<file path="src/ssb_pkg.sv">
// ----------------------------------------------------------------------------
// ssb_pkg
// Shared types and constants for the serial servo bus master.
// ----------------------------------------------------------------------------
package ssb_pkg;

   localparam int unsigned MAX_TARGET_ID = 4;
   localparam int unsigned BODY_MAX      = 10;
   localparam int unsigned QUEUE_DEPTH   = 2;

   // command codes
   localparam logic [2:0] CMD_MOVE     = 3'd0;
   localparam logic [2:0] CMD_READ_POS = 3'd1;
   localparam logic [2:0] CMD_CLR_TURN = 3'd2;
   localparam logic [2:0] CMD_SET_MODE = 3'd3;
   localparam logic [2:0] CMD_SET_SPD  = 3'd4;
   localparam logic [2:0] CMD_RX_BYTE  = 3'd5;
   localparam logic [2:0] CMD_TICK     = 3'd6;

   // result kinds
   localparam logic [1:0] RK_STATUS = 2'd0;
   localparam logic [1:0] RK_TX     = 2'd1;
   localparam logic [1:0] RK_UPDATE = 2'd2;

   // status codes
   localparam logic [1:0] ST_OK    = 2'd0;
   localparam logic [1:0] ST_PARAM = 2'd1;
   localparam logic [1:0] ST_BUSY  = 2'd2;

   // frame constants
   localparam logic [7:0] HDR_BYTE     = 8'hFF;
   localparam logic [7:0] INS_READ     = 8'h02;
   localparam logic [7:0] INS_WRITE    = 8'h03;
   localparam logic [7:0] INS_CLR      = 8'h0A;
   localparam logic [7:0] ADDR_GOAL    = 8'h2A;
   localparam logic [7:0] ADDR_PRESENT = 8'h38;
   localparam logic [7:0] ADDR_MODE    = 8'h21;
   localparam logic [7:0] ADDR_SPEED   = 8'h2E;
   localparam logic [7:0] LEN_MOVE     = 8'h09;
   localparam logic [7:0] LEN_READ     = 8'h04;
   localparam logic [7:0] LEN_CLR      = 8'h02;
   localparam logic [7:0] LEN_MODE     = 8'h04;
   localparam logic [7:0] LEN_SPEED    = 8'h05;
   localparam logic [7:0] READ_COUNT   = 8'h02;
   localparam logic [16:0] MAX_WHEEL   = 17'd3400;
   localparam logic [15:0] WHEEL_SIGN  = 16'd32768;
   localparam logic [7:0] TIMEOUT_RST  = 8'd10;

   typedef enum logic [1:0] {
      JOB_STATUS,
      JOB_UPDATE,
      JOB_FRAME
   } job_kind_type;

   // work handed from front to back
   typedef struct packed {
      job_kind_type                 kind;
      logic [1:0]                   status;
      logic [7:0]                   upd_id;
      logic [15:0]                  upd_pos;
      logic [3:0]                   len;
      logic [BODY_MAX-1:0][7:0]     body;
   } job_type;

endpackage

</file>
<file path="src/serial_servo_bus_master.sv">
// ----------------------------------------------------------------------------
// serial_servo_bus_master
// Master side of a half-duplex servo bus: frame builder and reply parser.
// ----------------------------------------------------------------------------
// Input side is a queue write port: a transaction is taken when push is high
// and full is low. Commands 0..4 build a checksummed frame (or a status-only
// result on a parameter error or busy bus), 5 feeds one received byte to the
// reply parser, 6 is a timeout tick. Result side is a queue read port: the
// oldest result sits on the rsp_ ports while empty is low and leaves when pop
// is high. Each input gives one result, or n+3 transmit results for a frame
// with n body bytes (up to 13 for a move); the last one has last_of_run set.
// The front end takes one transaction per cycle while full is low into a
// two-entry job queue; the back end emits one result per cycle while pop keeps
// its output register free. The first result reaches the rsp_ ports via the job
// queue and the output register. When pop is held low the output register and
// queue fill and full rises. Reset empties the queue, clears the parser and
// sets the reply timeout register to 10 ticks; csr_wr_en writes it. The user must
// write it only while the block is idle; the block itself lacks a check for it.
// ----------------------------------------------------------------------------
module serial_servo_bus_master
   import ssb_pkg::*;
(
   input  logic               clock,
   input  logic               reset,
   input  logic               csr_wr_en,
   input  logic [7:0]         csr_wr_data,
   input  logic               push,
   output logic               full,
   input  logic [2:0]         req_command,
   input  logic [7:0]         req_target_id,
   input  logic [15:0]        req_goal_position,
   input  logic [15:0]        req_run_time,
   input  logic signed [16:0] req_speed_value,
   input  logic [7:0]         req_mode_value,
   input  logic [7:0]         req_rx_byte,
   output logic               empty,
   input  logic               pop,
   output logic [1:0]         rsp_result_kind,
   output logic [7:0]         rsp_tx_byte,
   output logic               rsp_last_of_run,
   output logic [1:0]         rsp_status,
   output logic [7:0]         rsp_update_id,
   output logic [15:0]        rsp_update_position
);

   job_type fe_job;
   job_type q_job;
   logic    q_full, q_valid, q_pop;
   logic    accept;

   assign full   = q_full;
   assign accept = push && !q_full;

   ssb_front u_front (
      .clock         (clock),
      .reset         (reset),
      .csr_wr_en     (csr_wr_en),
      .csr_wr_data   (csr_wr_data),
      .accept        (accept),
      .command       (req_command),
      .target_id     (req_target_id),
      .goal_position (req_goal_position),
      .run_time      (req_run_time),
      .speed_value   (req_speed_value),
      .mode_value    (req_mode_value),
      .rx_byte       (req_rx_byte),
      .job           (fe_job)
   );

   ssb_queue u_queue (
      .clock    (clock),
      .reset    (reset),
      .wr_en    (accept),
      .wr_data  (fe_job),
      .full     (q_full),
      .rd_en    (q_pop),
      .rd_valid (q_valid),
      .rd_data  (q_job)
   );

   ssb_back u_back (
      .clock           (clock),
      .reset           (reset),
      .q_valid         (q_valid),
      .q_job           (q_job),
      .q_pop           (q_pop),
      .empty           (empty),
      .pop             (pop),
      .result_kind     (rsp_result_kind),
      .tx_byte         (rsp_tx_byte),
      .last_of_run     (rsp_last_of_run),
      .status          (rsp_status),
      .update_id       (rsp_update_id),
      .update_position (rsp_update_position)
   );

   // status is only carried on the closing result of a transaction
   a_status_on_last: assert property (@(posedge clock) disable iff (reset)
      (!empty && !rsp_last_of_run) |-> (rsp_status == ST_OK))
      else $error("status set on a non-final result");

   // status-only and position-update results always close their transaction
   a_single_is_last: assert property (@(posedge clock) disable iff (reset)
      (!empty && ((rsp_result_kind == RK_STATUS) || (rsp_result_kind == RK_UPDATE)))
      |-> rsp_last_of_run)
      else $error("single result without last_of_run");

   // nothing is presented right after reset
   a_reset_empty: assert property (@(posedge clock)
      reset |=> empty)
      else $error("result present after reset");

   // an update never carries a parameter or busy status
   a_update_ok: assert property (@(posedge clock) disable iff (reset)
      (!empty && (rsp_result_kind == RK_UPDATE)) |-> (rsp_status == ST_OK))
      else $error("position update with error status");

endmodule

</file>
<file path="src/ssb_queue.sv">
// ----------------------------------------------------------------------------
// ssb_queue
// Short job queue between the front and back ends.
// ----------------------------------------------------------------------------
module ssb_queue
   import ssb_pkg::*;
(
   input  logic    clock,
   input  logic    reset,
   input  logic    wr_en,
   input  job_type wr_data,
   output logic    full,
   input  logic    rd_en,
   output logic    rd_valid,
   output job_type rd_data
);

   localparam int unsigned PW = $clog2(QUEUE_DEPTH);

   job_type         mem_ff [QUEUE_DEPTH];
   logic [PW-1:0]   wr_ptr_ff, wr_ptr_in;
   logic [PW-1:0]   rd_ptr_ff, rd_ptr_in;
   logic [PW:0]     count_ff, count_in;
   logic            do_wr, do_rd;

   assign full     = (count_ff == (PW+1)'(QUEUE_DEPTH));
   assign rd_valid = (count_ff != '0);
   assign rd_data  = mem_ff[rd_ptr_ff];
   assign do_wr    = wr_en && !full;
   assign do_rd    = rd_en && rd_valid;

   always_comb begin
      wr_ptr_in = wr_ptr_ff;
      rd_ptr_in = rd_ptr_ff;
      count_in  = count_ff;
      if (do_wr) begin
         wr_ptr_in = (wr_ptr_ff == PW'(QUEUE_DEPTH-1)) ? '0 : wr_ptr_ff + PW'(1);
      end
      if (do_rd) begin
         rd_ptr_in = (rd_ptr_ff == PW'(QUEUE_DEPTH-1)) ? '0 : rd_ptr_ff + PW'(1);
      end
      case ({do_wr, do_rd})
         2'b10:   count_in = count_ff + (PW+1)'(1);
         2'b01:   count_in = count_ff - (PW+1)'(1);
         default: count_in = count_ff;
      endcase
   end

   always_ff @(posedge clock) begin
      if (reset) begin
         wr_ptr_ff <= '0;
         rd_ptr_ff <= '0;
         count_ff  <= '0;
      end else begin
         wr_ptr_ff <= wr_ptr_in;
         rd_ptr_ff <= rd_ptr_in;
         count_ff  <= count_in;
      end
   end

   always_ff @(posedge clock) begin
      if (do_wr) begin
         mem_ff[wr_ptr_ff] <= wr_data;
      end
   end

endmodule

</file>
<file path="src/ssb_front.sv">
// ----------------------------------------------------------------------------
// ssb_front
// Accepts commands, checks operands, tracks the bus and reply parser,
// and turns each transaction into one job for the back end.
// ----------------------------------------------------------------------------
module ssb_front
   import ssb_pkg::*;
(
   input  logic               clock,
   input  logic               reset,
   input  logic               csr_wr_en,
   input  logic [7:0]         csr_wr_data,
   input  logic               accept,
   input  logic [2:0]         command,
   input  logic [7:0]         target_id,
   input  logic [15:0]        goal_position,
   input  logic [15:0]        run_time,
   input  logic signed [16:0] speed_value,
   input  logic [7:0]         mode_value,
   input  logic [7:0]         rx_byte,
   output job_type            job
);

   logic [7:0] timeout_cfg_ff;
   logic       awaiting_ff, awaiting_in;
   logic [7:0] timeout_left_ff, timeout_left_in;
   logic [3:0] rx_pos_ff, rx_pos_in;
   logic [7:0] prev_byte_ff;
   logic [7:0] reply_ff [2:6];

   logic        id_ok, reply_id_ok;
   logic [16:0] spd_u, mag;
   logic        neg, speed_bad;
   logic [15:0] wheel;
   logic [3:0]  pos_eff;
   logic [7:0]  reply_sum;
   logic        rb_wr;

   assign id_ok = (target_id >= 8'd1) && (target_id <= 8'(MAX_TARGET_ID));
   assign spd_u = speed_value;
   assign neg   = speed_value[16];
   assign mag   = neg ? (~spd_u + 17'd1) : spd_u;
   assign speed_bad = (mag > MAX_WHEEL);
   assign wheel = neg ? (mag[15:0] + WHEEL_SIGN) : mag[15:0];

   // repeated header while deep in a reply restarts the parser
   assign pos_eff = ((prev_byte_ff == HDR_BYTE) && (rx_byte == HDR_BYTE) && (rx_pos_ff > 4'd1))
                    ? 4'd1 : rx_pos_ff;

   assign reply_sum   = reply_ff[2] + reply_ff[3] + reply_ff[4] + reply_ff[5] + reply_ff[6];
   assign reply_id_ok = (reply_ff[2] >= 8'd1) && (reply_ff[2] <= 8'(MAX_TARGET_ID));

   always_comb begin
      awaiting_in     = awaiting_ff;
      timeout_left_in = timeout_left_ff;
      rx_pos_in       = rx_pos_ff;
      rb_wr           = 1'b0;
      job             = '0;
      job.kind        = JOB_STATUS;
      job.status      = ST_OK;

      case (command)
         CMD_RX_BYTE: begin
            rx_pos_in = pos_eff;
            if (awaiting_ff) begin
               if (pos_eff > 4'd7) begin
                  rx_pos_in   = 4'd0;
                  awaiting_in = 1'b0;
               end else if (pos_eff < 4'd2) begin
                  if (rx_byte == HDR_BYTE) begin
                     rx_pos_in = pos_eff + 4'd1;
                  end else begin
                     if (pos_eff == 4'd1) begin
                        awaiting_in = 1'b0;
                     end
                     rx_pos_in = 4'd0;
                  end
               end else if (pos_eff < 4'd7) begin
                  rb_wr     = 1'b1;
                  rx_pos_in = pos_eff + 4'd1;
               end else begin
                  rx_pos_in       = 4'd0;
                  awaiting_in     = 1'b0;
                  timeout_left_in = 8'd0;
                  if ((rx_byte == ~reply_sum) && reply_id_ok) begin
                     job.kind    = JOB_UPDATE;
                     job.upd_id  = reply_ff[2];
                     job.upd_pos = {reply_ff[6], reply_ff[5]};
                  end
               end
            end
         end
         CMD_TICK: begin
            if (awaiting_ff && (timeout_left_ff != 8'd0)) begin
               timeout_left_in = timeout_left_ff - 8'd1;
               if (timeout_left_ff == 8'd1) begin
                  rx_pos_in   = 4'd0;
                  awaiting_in = 1'b0;
               end
            end
         end
         CMD_MOVE, CMD_READ_POS, CMD_CLR_TURN, CMD_SET_MODE, CMD_SET_SPD: begin
            job.body[0] = target_id;
            if (!id_ok) begin
               job.status = ST_PARAM;
            end else if ((command == CMD_SET_MODE) && (mode_value > 8'd3)) begin
               job.status = ST_PARAM;
            end else if ((command == CMD_SET_SPD) && speed_bad) begin
               job.status = ST_PARAM;
            end else if (awaiting_ff) begin
               job.status = ST_BUSY;
            end else begin
               job.kind = JOB_FRAME;
               case (command)
                  CMD_MOVE: begin
                     job.len     = 4'd10;
                     job.body[1] = LEN_MOVE;
                     job.body[2] = INS_WRITE;
                     job.body[3] = ADDR_GOAL;
                     job.body[4] = goal_position[7:0];
                     job.body[5] = goal_position[15:8];
                     job.body[6] = run_time[7:0];
                     job.body[7] = run_time[15:8];
                     job.body[8] = spd_u[7:0];
                     job.body[9] = spd_u[15:8];
                  end
                  CMD_READ_POS: begin
                     awaiting_in     = 1'b1;
                     timeout_left_in = timeout_cfg_ff;
                     job.len         = 4'd5;
                     job.body[1]     = LEN_READ;
                     job.body[2]     = INS_READ;
                     job.body[3]     = ADDR_PRESENT;
                     job.body[4]     = READ_COUNT;
                  end
                  CMD_CLR_TURN: begin
                     job.len     = 4'd3;
                     job.body[1] = LEN_CLR;
                     job.body[2] = INS_CLR;
                  end
                  CMD_SET_MODE: begin
                     job.len     = 4'd5;
                     job.body[1] = LEN_MODE;
                     job.body[2] = INS_WRITE;
                     job.body[3] = ADDR_MODE;
                     job.body[4] = mode_value;
                  end
                  default: begin
                     job.len     = 4'd6;
                     job.body[1] = LEN_SPEED;
                     job.body[2] = INS_WRITE;
                     job.body[3] = ADDR_SPEED;
                     job.body[4] = wheel[7:0];
                     job.body[5] = wheel[15:8];
                  end
               endcase
            end
         end
         default: begin
            job.status = ST_OK;
         end
      endcase
   end

   always_ff @(posedge clock) begin
      if (reset) begin
         timeout_cfg_ff  <= TIMEOUT_RST;
         awaiting_ff     <= 1'b0;
         timeout_left_ff <= 8'd0;
         rx_pos_ff       <= 4'd0;
         prev_byte_ff    <= 8'd0;
      end else begin
         if (csr_wr_en) begin
            timeout_cfg_ff <= csr_wr_data;
         end
         if (accept) begin
            awaiting_ff     <= awaiting_in;
            timeout_left_ff <= timeout_left_in;
            rx_pos_ff       <= rx_pos_in;
            if (command == CMD_RX_BYTE) begin
               prev_byte_ff <= rx_byte;
            end
         end
      end
   end

   always_ff @(posedge clock) begin
      for (int i = 2; i <= 6; i++) begin
         if (accept && rb_wr && (pos_eff == 4'(i))) begin
            reply_ff[i] <= rx_byte;
         end
      end
   end

endmodule

</file>
<file path="src/ssb_back.sv">
// ----------------------------------------------------------------------------
// ssb_back
// Expands queued jobs into results, one per cycle while the output register is
// free or popped, with the frame checksum accumulated as body bytes go out.
// ----------------------------------------------------------------------------
module ssb_back
   import ssb_pkg::*;
(
   input  logic        clock,
   input  logic        reset,
   input  logic        q_valid,
   input  job_type     q_job,
   output logic        q_pop,
   output logic        empty,
   input  logic        pop,
   output logic [1:0]  result_kind,
   output logic [7:0]  tx_byte,
   output logic        last_of_run,
   output logic [1:0]  status,
   output logic [7:0]  update_id,
   output logic [15:0] update_position
);

   logic [3:0]  idx_ff, idx_in;
   logic [7:0]  sum_ff, sum_in;
   logic        out_valid_ff, out_valid_in;
   logic [1:0]  kind_ff;
   logic [7:0]  tx_ff;
   logic        last_ff;
   logic [1:0]  status_ff;
   logic [7:0]  upd_id_ff;
   logic [15:0] upd_pos_ff;

   logic        load;
   logic [1:0]  r_kind;
   logic [7:0]  r_tx;
   logic        r_last;
   logic [1:0]  r_status;
   logic [7:0]  r_id;
   logic [15:0] r_pos;
   logic [3:0]  body_idx;
   logic        body_byte;

   assign load     = q_valid && (!out_valid_ff || pop);
   assign body_idx = idx_ff - 4'd2;

   always_comb begin
      r_kind    = RK_STATUS;
      r_tx      = 8'd0;
      r_last    = 1'b1;
      r_status  = ST_OK;
      r_id      = 8'd0;
      r_pos     = 16'd0;
      body_byte = 1'b0;
      unique case (q_job.kind)
         JOB_STATUS: begin
            r_status = q_job.status;
         end
         JOB_UPDATE: begin
            r_kind = RK_UPDATE;
            r_id   = q_job.upd_id;
            r_pos  = q_job.upd_pos;
         end
         JOB_FRAME: begin
            r_kind = RK_TX;
            r_last = 1'b0;
            if (idx_ff < 4'd2) begin
               r_tx = HDR_BYTE;
            end else if (idx_ff == (q_job.len + 4'd2)) begin
               r_tx   = ~sum_ff;
               r_last = 1'b1;
            end else begin
               r_tx      = q_job.body[body_idx];
               body_byte = 1'b1;
            end
         end
         default: begin
            r_status = ST_OK;
         end
      endcase
   end

   always_comb begin
      idx_in       = idx_ff;
      sum_in       = sum_ff;
      out_valid_in = out_valid_ff && !pop;
      q_pop        = 1'b0;
      if (load) begin
         out_valid_in = 1'b1;
         if (r_last) begin
            idx_in = 4'd0;
            sum_in = 8'd0;
            q_pop  = 1'b1;
         end else begin
            idx_in = idx_ff + 4'd1;
            if (body_byte) begin
               sum_in = sum_ff + r_tx;
            end
         end
      end
   end

   always_ff @(posedge clock) begin
      if (reset) begin
         idx_ff       <= 4'd0;
         sum_ff       <= 8'd0;
         out_valid_ff <= 1'b0;
      end else begin
         idx_ff       <= idx_in;
         sum_ff       <= sum_in;
         out_valid_ff <= out_valid_in;
      end
   end

   always_ff @(posedge clock) begin
      if (load) begin
         kind_ff    <= r_kind;
         tx_ff      <= r_tx;
         last_ff    <= r_last;
         status_ff  <= r_status;
         upd_id_ff  <= r_id;
         upd_pos_ff <= r_pos;
      end
   end

   assign empty           = !out_valid_ff;
   assign result_kind     = kind_ff;
   assign tx_byte         = tx_ff;
   assign last_of_run     = last_ff;
   assign status          = status_ff;
   assign update_id       = upd_id_ff;
   assign update_position = upd_pos_ff;

endmodule
</file>
<file path="config.mk">
export PLATFORM = sky130hd
export DESIGN_NAME = serial_servo_bus_master
export DESIGN_NICKNAME = d
export VERILOG_FILES = /design/src/ssb_pkg.sv /design/src/serial_servo_bus_master.sv /design/src/ssb_queue.sv /design/src/ssb_front.sv /design/src/ssb_back.sv
export SDC_FILE = /design/constraint.sdc
export NUM_CORES = 1
export LEC_CHECK = 0
export BUFFER_PORTS_ARGS = -buffer_cell sky130_fd_sc_hd__buf_2
export CORE_ASPECT_RATIO = 0.7
export CORE_MARGIN = 10
export CORE_UTILIZATION = 40
export CTS_CLUSTER_DIAMETER = 80
export DETAILED_ROUTE_END_ITERATION = 7
export PLACE_DENSITY = 0.63
export SETUP_SLACK_MARGIN = 0.2
export SLEW_MARGIN = 40
export SYNTH_ARGS = -nofsm -noshare
export SYNTH_HDL_FRONTEND = slang
export SYNTH_SLANG_ARGS = --single-unit
</file>
<file path="constraint.sdc">
create_clock -name clock -period 6.8 [get_ports clock]
set_input_delay 1.36 -clock clock [delete_from_list [all_inputs] [get_ports clock]]
set_output_delay 1.36 -clock clock [all_outputs]
set_load 0.005 [all_outputs]
</file>
==> qor_table.md, run 1 <==
| Step | Quantity | This run |
| --- | --- | --- |
| clock network | TritonCTS buffer count | 34 |
| synth | Area of the mapped netlist | 15100 sq um |
| synth | Post-synthesis share of cell area spent on full adders, half adders and majority gates | 5.19% |
| sta | Max-slew violations | 0 |
| clock network | CTS max path bufs | 3 |
| power and ir drop | IR Drop Worst-Case VDD | 0.179 mV |
| worst hold path | HP Class | flip-flop to flip-flop |
| setup path | Startpoint class of the critical path | flip-flop |
| power and ir drop | Leakage power of the design | 6.25 nW |
| setup path | Gate family responsible for the most delay along the worst path | adder cells |
| setup path | R2R Setup Slk | 1.93 ns |
| synth | Count of unique library cells instantiated by Yosys | 65 |
| setup path | Highest cell delay on the worst timing path | 0.54 ns |
| sta | RSZ-0062 raised after global routing | no |
| grt | Final global-route overflow total | 0 |
| grt | Antenna violations before repair | 1 |
| setup path | Crit end category | flip-flop |
| die | Die Ht | 182 microns |
| final layout | Area of all placed cells without fillers | 17500 sq um |
| setup path | Data arrival time of the critical path | 5.23 ns |
| detailed routing | First drt pass iteration count | 5 |
| detailed routing | Drt initial violations | 893 |
| final layout | Most common cell after layout, fill and taps aside | sky130_fd_sc_hd__edfxtp_1 |
| final layout | Layout cell share with drive strength beyond 1 | 19.3% |
| setup path | Critical path peak fanout | 13 |
| synth | Fraction of the mapped netlist area in compound gates | 7.77% |
| final layout | Leading cell types in the layout, fill and taps excluded | sky130_fd_sc_hd__edfxtp_1, sky130_fd_sc_hd__buf_2, sky130_fd_sc_hd__nor2_1 |
| status | Status | completed |
| die | Area of the core | 37200 sq um |
| placed design | DPL Wire Length | 25500 microns |
| placed design | Count of buffers inserted at the top-level ports | 127 |
| die | Top-level port count | 128 |
| clock network | Clock edge transition at the registers on the reported setup and hold paths | 0.06 ns |
| sta | Period utilisation layout | 71.6% |
| placed design | Final weighted congestion of routability-driven global placement | 0.895 |
| synth | Xor and xnor area share after synthesis | 3.08% |
| setup path | Max stage delay cell, worst path | sky130_fd_sc_hd__nor4_4 |
| synth | Number of instances in the synthesized netlist | 1161 |
| die | Floorplan die area | 46000 sq um |
| detailed routing | Total wirelength of the detailed-routed design | 36200 microns |
| grt | Pin count of the biggest net entering global routing | 67 |
| sta | Worst Max-Slew Pin Slew | 0.768 ns |
| sta | Worst clock skew | 0.0219 ns |
| grt | Number of global-route vias before repair | 9669 |
| sta | Setup_tns | 0 ns |
| detailed routing | Drt drc | 0 |
| synth | Sequential-to-total area share from yosys stat | 60.6% |
| flow run | Number of max-cap violations | 0 |
| clock network | Clock net sink count | 320 |
| final layout | Number of nets in the final layout | 1421 |
| setup path | Required arrival time at the worst endpoint | 7.16 ns |
| placed design | Instance area after placement | 16300 sq um |
| clock network | Number of instances resized during post-cts repair | 0 |
| synth | Combinational family with the most area after synthesis | simple AND/OR/NAND/NOR gates |
| synth | Number of register bits inferred by synthesis | 320 |
| setup path | Crit Path Class | flip-flop to flip-flop |
| setup path | Cell mode on critical path | sky130_fd_sc_hd__fa_1 |
| sta | Post-Route Hold Slack | 0.462 ns |
| clock network | Clock tree from TritonCTS | built |
| detailed routing | Average via count per standard cell | 5.37 |
| synth | Number of enable flip-flop cells after synthesis | 273 |
| synth | Synth Area per Inst | 13.0 sq um |
| sta | Max Fclk | 205 MHz |
| setup path | CP Cell Sequence | fa_1 > fa_1 > fa_1 > ha_1 > fa_1 > xnor2_1 > or4_1 > nor4_1 > nand4_1 > nor4_4 > buf_4 > and2_1 |
| grt | Total routing resource utilization after global routing | 15.7% |
| detailed routing | Routed wire per std cell | 20.2 microns |
| clock network | Clock insertion delay at the later pin of the skew report | 0.53 ns |
| synth | Fraction of the mapped netlist area in simple logic gates | 12.2% |
| clock network | H-tree lvl count | 2 |
| sta | Number of endpoints failing setup at the final stage | 0 |
| sta | Worst slew margin relative to its limit | 47.5% |
| sta | Crit path time final | 4.87 ns |
| detailed routing | Antenna violation net count after detailed routing | 0 |
| die | Initial Utilization | 40.5% |
| grt | Global-route wire length before repair | 56900 microns |
| clock network | Post-CTS setup buffers | 0 |
| synth | Dominant register cell in the synthesized netlist | sky130_fd_sc_hd__edfxtp_1 |
| detailed routing | Via total after detailed routing | 9658 |
| synth | Share of synthesized registers carrying an async set or reset | 0% |
| clock network | CTS Root Cell | sky130_fd_sc_hd__clkbuf_16 |
| die | Overall die width | 252 microns |
| synth | Synth warnings | 0 |
| synth | Share of synthesized area spent on multiplexers | 8.46% |
| power and ir drop | PwrDens | 327 nW/um^2 |
| sta | Count of endpoints failing hold in the final timing report | 0 |
| final layout | Area Overhead vs Synth | 15.8% |
| clock network | Hold buffer count at cts | 0 |
| die | FP Rows | 59 |
| setup path | Total buffers and inverters traversed by the critical path | 1 |
==> cells in the mapped netlist, types with 7 or more instances <==
library cell	count	area share [%]
sky130_fd_sc_hd__mux2i_1	51	3.4
sky130_fd_sc_hd__nand3_1	14	0.46
sky130_fd_sc_hd__nor2_1	113	2.8
sky130_fd_sc_hd__clkbuf_1	47	1.2
sky130_fd_sc_hd__a21o_1	7	0.35
sky130_fd_sc_hd__a31oi_1	8	0.33
sky130_fd_sc_hd__and2_1	66	2.7
sky130_fd_sc_hd__inv_1	35	0.87
sky130_fd_sc_hd__buf_1	10	0.25
sky130_fd_sc_hd__nand4_1	13	0.54
sky130_fd_sc_hd__edfxtp_1	273	54
sky130_fd_sc_hd__a221oi_1	12	0.70
sky130_fd_sc_hd__nor4_1	12	0.50
sky130_fd_sc_hd__buf_2	8	0.27
sky130_fd_sc_hd__nand2_1	70	1.7
sky130_fd_sc_hd__a2111oi_0	10	0.58
sky130_fd_sc_hd__nand2b_1	15	0.62
sky130_fd_sc_hd__or3_1	11	0.46
sky130_fd_sc_hd__fa_1	21	2.8
sky130_fd_sc_hd__nor3_1	21	0.70
sky130_fd_sc_hd__a21oi_1	58	1.9
sky130_fd_sc_hd__a22oi_1	7	0.35
sky130_fd_sc_hd__mux4_2	31	4.6
sky130_fd_sc_hd__nor2b_1	9	0.37
sky130_fd_sc_hd__dfxtp_1	47	6.2
sky130_fd_sc_hd__xor2_1	24	1.4
sky130_fd_sc_hd__ha_1	29	2.4
sky130_fd_sc_hd__o21ai_0	33	1.1
sky130_fd_sc_hd__xnor2_1	29	1.7
==> where the power goes <==
part	switching, mW	total [mW]	internal, mW
Combinational	0.701	1.19	0.486
Sequential	0.113	2.60	2.49
Clock	0.753	1.92	1.17
==> per-layer routing <==
layer | up-vias | wire [microns] | track usage, %
met5 | - | 0 | 0
met4 | 0 | 692 | 3.94
met3 | 55 | 2440 | 3.01
met2 | 312 | 15800 | 23.4
met1 | 4744 | 17300 | 23.0
li1 | 4547 | - | -
==> cells by family (layout without fill, tap and decap cells) <==
family / count (synthesis) / in the layout
other: 1 / 11
AO/OA/AOI/OAI: 177 / 177
multiplexers: 88 / 88
AND/OR/NAND/NOR: 369 / 369
flip-flops: 320 / 320
XOR/XNOR: 53 / 53
buffers and inverters: 103 / 241
adder cells (fa/ha/maj): 50 / 50
==> final cells by class <==
cell class	count	area [sq um]
fill	3353	19700
clock buffer	42	891
clock inverter	20	264
multi-input combinational	747	5640
tap	488	611
inverter	36	135
timing repair buffer	143	790
sequential	320	9140
antenna	1	2.50
==> through the flow <==
stage,cells,utilization (%),total power [mW],worst slack [ns]
after detailed placement,1734,43.9,3.86,1.94
after floorplan,1170,-,3.40,0.535
final,1797,47.0,5.71,1.93
after CTS,1796,47.0,5.79,1.87
after global routing,1796,47.0,5.99,1.67
after global placement,1731,43.7,3.82,1.66
==> worst paths after layout <==
path / from / to / cells after the start
worst min register to register: u_front.prev_byte_ff[7] / u_front.prev_byte_ff[7] / 2
worst max-delay path: u_front.reply_ff[0][17] / u_queue.mem_ff[0][98] / 12
worst max register to register: u_front.reply_ff[0][17] / u_queue.mem_ff[0][98] / 12
worst min-delay path: u_front.prev_byte_ff[7] / u_front.prev_byte_ff[7] / 2
==> sequential cells by signal, summed over array words and instances (netlist names), 2 cells and up, named ones only <==
name and flops:
u_queue.mem_ff 196, u_back.result_kind 2, u_queue.count_ff 2, u_front.timeout_left_ff 8, u_front.timeout_cfg_ff 8, u_front.rx_pos_ff 4, u_back.idx_ff 4, u_back.update_id 8
u_front.prev_byte_ff 8, u_front.reply_ff 40, u_back.sum_ff 8, u_back.tx_byte 8, u_back.status 2, u_back.update_position 16
==> worst register-to-register path: cells and delay by family, from the launching register on <==
family        cells  cell delay (ns)
xor+xnor          1             0.14
flops             1             0.44
fa+ha+maj         5             2.27
buf+inv           1             0.27
simple gates      5             1.59
(Power assumes the default switching activity.)
==> run 2: changes to the inputs <==
==> constraint.sdc (replaced) <==
create_clock -name clock -period 5.1 [get_ports clock]
set_input_delay 1.02 -clock clock [delete_from_list [all_inputs] [get_ports clock]]
set_output_delay 1.02 -clock clock [all_outputs]
set_load 0.005 [all_outputs]
==> run 2 against run 1 <==
Clock-buffer cell count rose by 2. Clock skew barely moved. Maximum frequency rose by 6.5%. Power rose by 32%. Hold slack got worse by 0.0043 ns. Clock power rose by 30%. Wire length fell by 1.0%. Register-to-register slack got worse by 1.4 ns. Utilization fell by 0.13 points. Via count rose by 0.17%. Critical endpoint is now u_queue.mem_ff[1][102]. Highest routed layer unchanged.
==> qor_table.md, run 2 (synthesized netlist as in run 1, its figures left out) <==
| Step | Quantity | This run | Delta |
| --- | --- | --- | --- |
| sta | Max-slew violations | 0 | unchanged |
| final layout | Layout cell share with drive strength beyond 1 | 19.6% | +0.35 points |
| final layout | Area of all placed cells without fillers | 17400 sq um | -0.28% |
| detailed routing | Drt drc | 0 | unchanged |
| placed design | Instance area after placement | 16300 sq um | -0.14% |
| final layout | Leading cell types in the layout, fill and taps excluded | sky130_fd_sc_hd__edfxtp_1, sky130_fd_sc_hd__buf_2, sky130_fd_sc_hd__nor2_1 |  |
| sta | Worst Max-Slew Pin Slew | 0.839 ns | +0.0707 ns |
| setup path | R2R Setup Slk | 0.53 ns | -1.40 ns |
| grt | Number of global-route vias before repair | 9593 | -0.79% |
| status | Status | completed |  |
| sta | Period utilisation layout | 89.6% | +18 points |
| die | Initial Utilization | 40.5% | unchanged |
| die | Overall die width | 252 microns | unchanged |
| clock network | H-tree lvl count | 2 | unchanged |
| clock network | Number of instances resized during post-cts repair | 0 | unchanged |
| setup path | Startpoint class of the critical path | flip-flop |  |
| sta | Max Fclk | 219 MHz | +6.5% |
| grt | Antenna violations before repair | 0 | -1 |
| setup path | Required arrival time at the worst endpoint | 5.47 ns | -1.69 ns |
| clock network | Clock edge transition at the registers on the reported setup and hold paths | 0.06 ns | about the same |
| grt | Total routing resource utilization after global routing | 15.4% | -0.27 points |
| setup path | Crit Reg-Reg Endpoint | u_queue.mem_ff[1][102] |  |
| setup path | Highest cell delay on the worst timing path | 0.55 ns | about the same |
| detailed routing | Routed wire per std cell | 20.0 microns | -1.1% |
| placed design | Count of buffers inserted at the top-level ports | 127 | unchanged |
| setup path | Path depth of the worst reg2reg path | 12 | unchanged |
| clock network | Clock tree from TritonCTS | built |  |
| die | Die Ht | 182 microns | unchanged |
| setup path | Worst r2r src | u_front.reply_ff[0][17] |  |
| sta | Number of endpoints failing setup at the final stage | 0 | unchanged |
| setup path | CP Launch Point | u_front.reply_ff[0][17] |  |
| clock network | Clock insertion delay at the later pin of the skew report | 0.53 ns | about the same |
| sta | Post-Route Hold Slack | 0.458 ns | -0.00431 ns |
| power and ir drop | IR Drop Worst-Case VDD | 0.248 mV | +39% |
| final layout | Register containing the most flip-flops in the final layout | u_queue.mem_ff |  |
| power and ir drop | Overall Power | 7.54 mW | +32% |
| detailed routing | Total wirelength of the detailed-routed design | 35900 microns | -1.0% |
| detailed routing | First drt pass iteration count | 5 | unchanged |
| clock network | CTS Root Cell | sky130_fd_sc_hd__clkbuf_16 |  |
| setup path | CP Cell Sequence | fa_1 > fa_1 > fa_1 > ha_1 > fa_1 > xnor2_1 > or4_1 > nor4_1 > nand4_1 > nor4_2 > buf_4 > and2_1 |  |
| sta | Worst clock skew | 0.0218 ns | -0.0000995 ns |
| detailed routing | Drt initial violations | 763 | -15% |
| grt | Final global-route overflow total | 0 | unchanged |
| die | Floorplan die area | 46000 sq um | unchanged |
| grt | Pin count of the biggest net entering global routing | 68 | +1.5% |
| detailed routing | Average via count per standard cell | 5.38 | +0.11% |
| sta | RSZ-0062 raised after global routing | no |  |
| detailed routing | Antenna violation net count after detailed routing | 0 | unchanged |
| flow run | Number of max-cap violations | 0 | unchanged |
| setup path | Cell mode on critical path | sky130_fd_sc_hd__fa_1 |  |
| final layout | Number of flip-flops in the largest register | 196 | unchanged |
| clock network | Post-CTS setup buffers | 0 | unchanged |
| setup path | Data arrival time of the critical path | 4.94 ns | -0.29 ns |
| die | FP Rows | 59 | unchanged |
| final layout | Area Overhead vs Synth | 15.5% |  |
| power and ir drop | PwrDens | 433 nW/um^2 | +33% |
| clock network | Hold buffer count at cts | 0 | unchanged |
| sta | Crit path time final | 4.57 ns | -0.296 ns |
| sta | Worst slew margin relative to its limit | 44.0% | -3.5 points |
| sta | Setup_tns | 0 ns | unchanged |
| final layout | Layout Cells excl Fill | 1798 | +0.056% |
| placed design | Total instance count after detailed placement | 1736 | +0.12% |
| power and ir drop | Leakage power of the design | 6.24 nW | -0.22% |
| final layout | Most common cell after layout, fill and taps aside | sky130_fd_sc_hd__edfxtp_1 |  |
| detailed routing | Via total after detailed routing | 9674 | +0.17% |
| placed design | Final weighted congestion of routability-driven global placement | 0.856 | -4.4% |
| sta | Count of endpoints failing hold in the final timing report | 0 | unchanged |
| grt | Global-route wire length before repair | 56000 microns | -1.6% |
| worst hold path | Number of cells traversed by the worst hold path | 2 | unchanged |
| clock network | CTS max path bufs | 3 | unchanged |
| setup path | Crit Path Class | flip-flop to flip-flop |  |
| die | Area of the core | 37200 sq um | unchanged |
| die | Top-level port count | 128 | unchanged |
| worst hold path | HP Class | flip-flop to flip-flop |  |
| setup path | Crit end category | flip-flop |  |
| final layout | Number of nets in the final layout | 1424 | +0.21% |
| setup path | Endpoint of the most critical setup path | u_queue.mem_ff[1][102] |  |
| clock network | TritonCTS buffer count | 35 | +2.9% |
| final layout | Area taken by flip-flops and latches | 9140 sq um | unchanged |
| final layout | Total area of multi-input combinational cells | 5630 sq um | -0.18% |
| placed design | DPL Wire Length | 25400 microns | -0.40% |
| final layout | Filler Cells Inserted | 3354 | +0.030% |
| setup path | Max stage delay cell, worst path | sky130_fd_sc_hd__fa_1 |  |
| clock network | Clock net sink count | 320 | unchanged |
| setup path | Critical path peak fanout | 15 | +2 |
| final layout | Final antenna diode count | 0 | -1 |
run 2: cell types whose count changed in the layout (fill, tap and decap cells not counted), moves of 2 or more:
cell                        previous run  this run
sky130_fd_sc_hd__buf_4                13        18
sky130_fd_sc_hd__clkbuf_16            34        36
sky130_fd_sc_hd__inv_6                 2         4
sky130_fd_sc_hd__clkinv_1              9         6
sky130_fd_sc_hd__bufinv_16             6         3
sky130_fd_sc_hd__buf_8                 2         0
run 2: area by class of cell:
class	count	share of cell area (%)
Clock buffer	44	5.34
Multi-Input combinational cell	747	32.3
Inverter	36	0.775
Timing Repair Buffer	145	4.46
Clock inverter	18	1.15
Tap cell	488	3.50
Sequential cell	320	52.5
run 2: worst min path at each step:
stage	start	to	slack (ns)
after floorplan	u_front.prev_byte_ff[0]	u_front.prev_byte_ff[0]	0.44
after global placement	u_front.prev_byte_ff[2]	u_front.prev_byte_ff[2]	0.44
after detailed placement	u_front.prev_byte_ff[4]	u_front.prev_byte_ff[4]	0.45
after CTS	u_front.prev_byte_ff[4]	u_front.prev_byte_ff[4]	0.46
after global routing	u_front.prev_byte_ff[4]	u_front.prev_byte_ff[4]	0.48
final	u_front.prev_byte_ff[4]	u_front.prev_byte_ff[4]	0.46
run 2: through the flow:
step,util (%),setup slack [ns]
after floorplan,-,0.243
after global placement,43.7,0.163
after detailed placement,43.8,0.264
after CTS,46.8,0.514
after global routing,46.8,0.221
final,46.8,0.528
run 2: metal layers:
layer	track usage, %	share of wire [%]	vias up
met5	0	0	-
met4	3.87	1.7	0
li1	-	-	4549
met3	3.35	6.9	41
met1	23.2	49	4806
met2	22.0	43	278
run 2: worst max-delay path, delay by kind of cell (launching register included):
kind,cells,cell delay [ns]
XOR/XNOR,1,0.13
AND/OR/NAND/NOR,5,1.39
buffers and inverters,1,0.24
flip-flops,1,0.43
adder cells (fa/ha/maj),5,2.23
run 2: where the power goes:
part / leakage, nW / internal [mW] / total (mW) / switching (mW)
logic: 2.69 / 0.645 / 1.57 / 0.925
registers: 3.00 / 3.32 / 3.48 / 0.160
clock network: 0.549 / 1.46 / 2.49 / 1.03
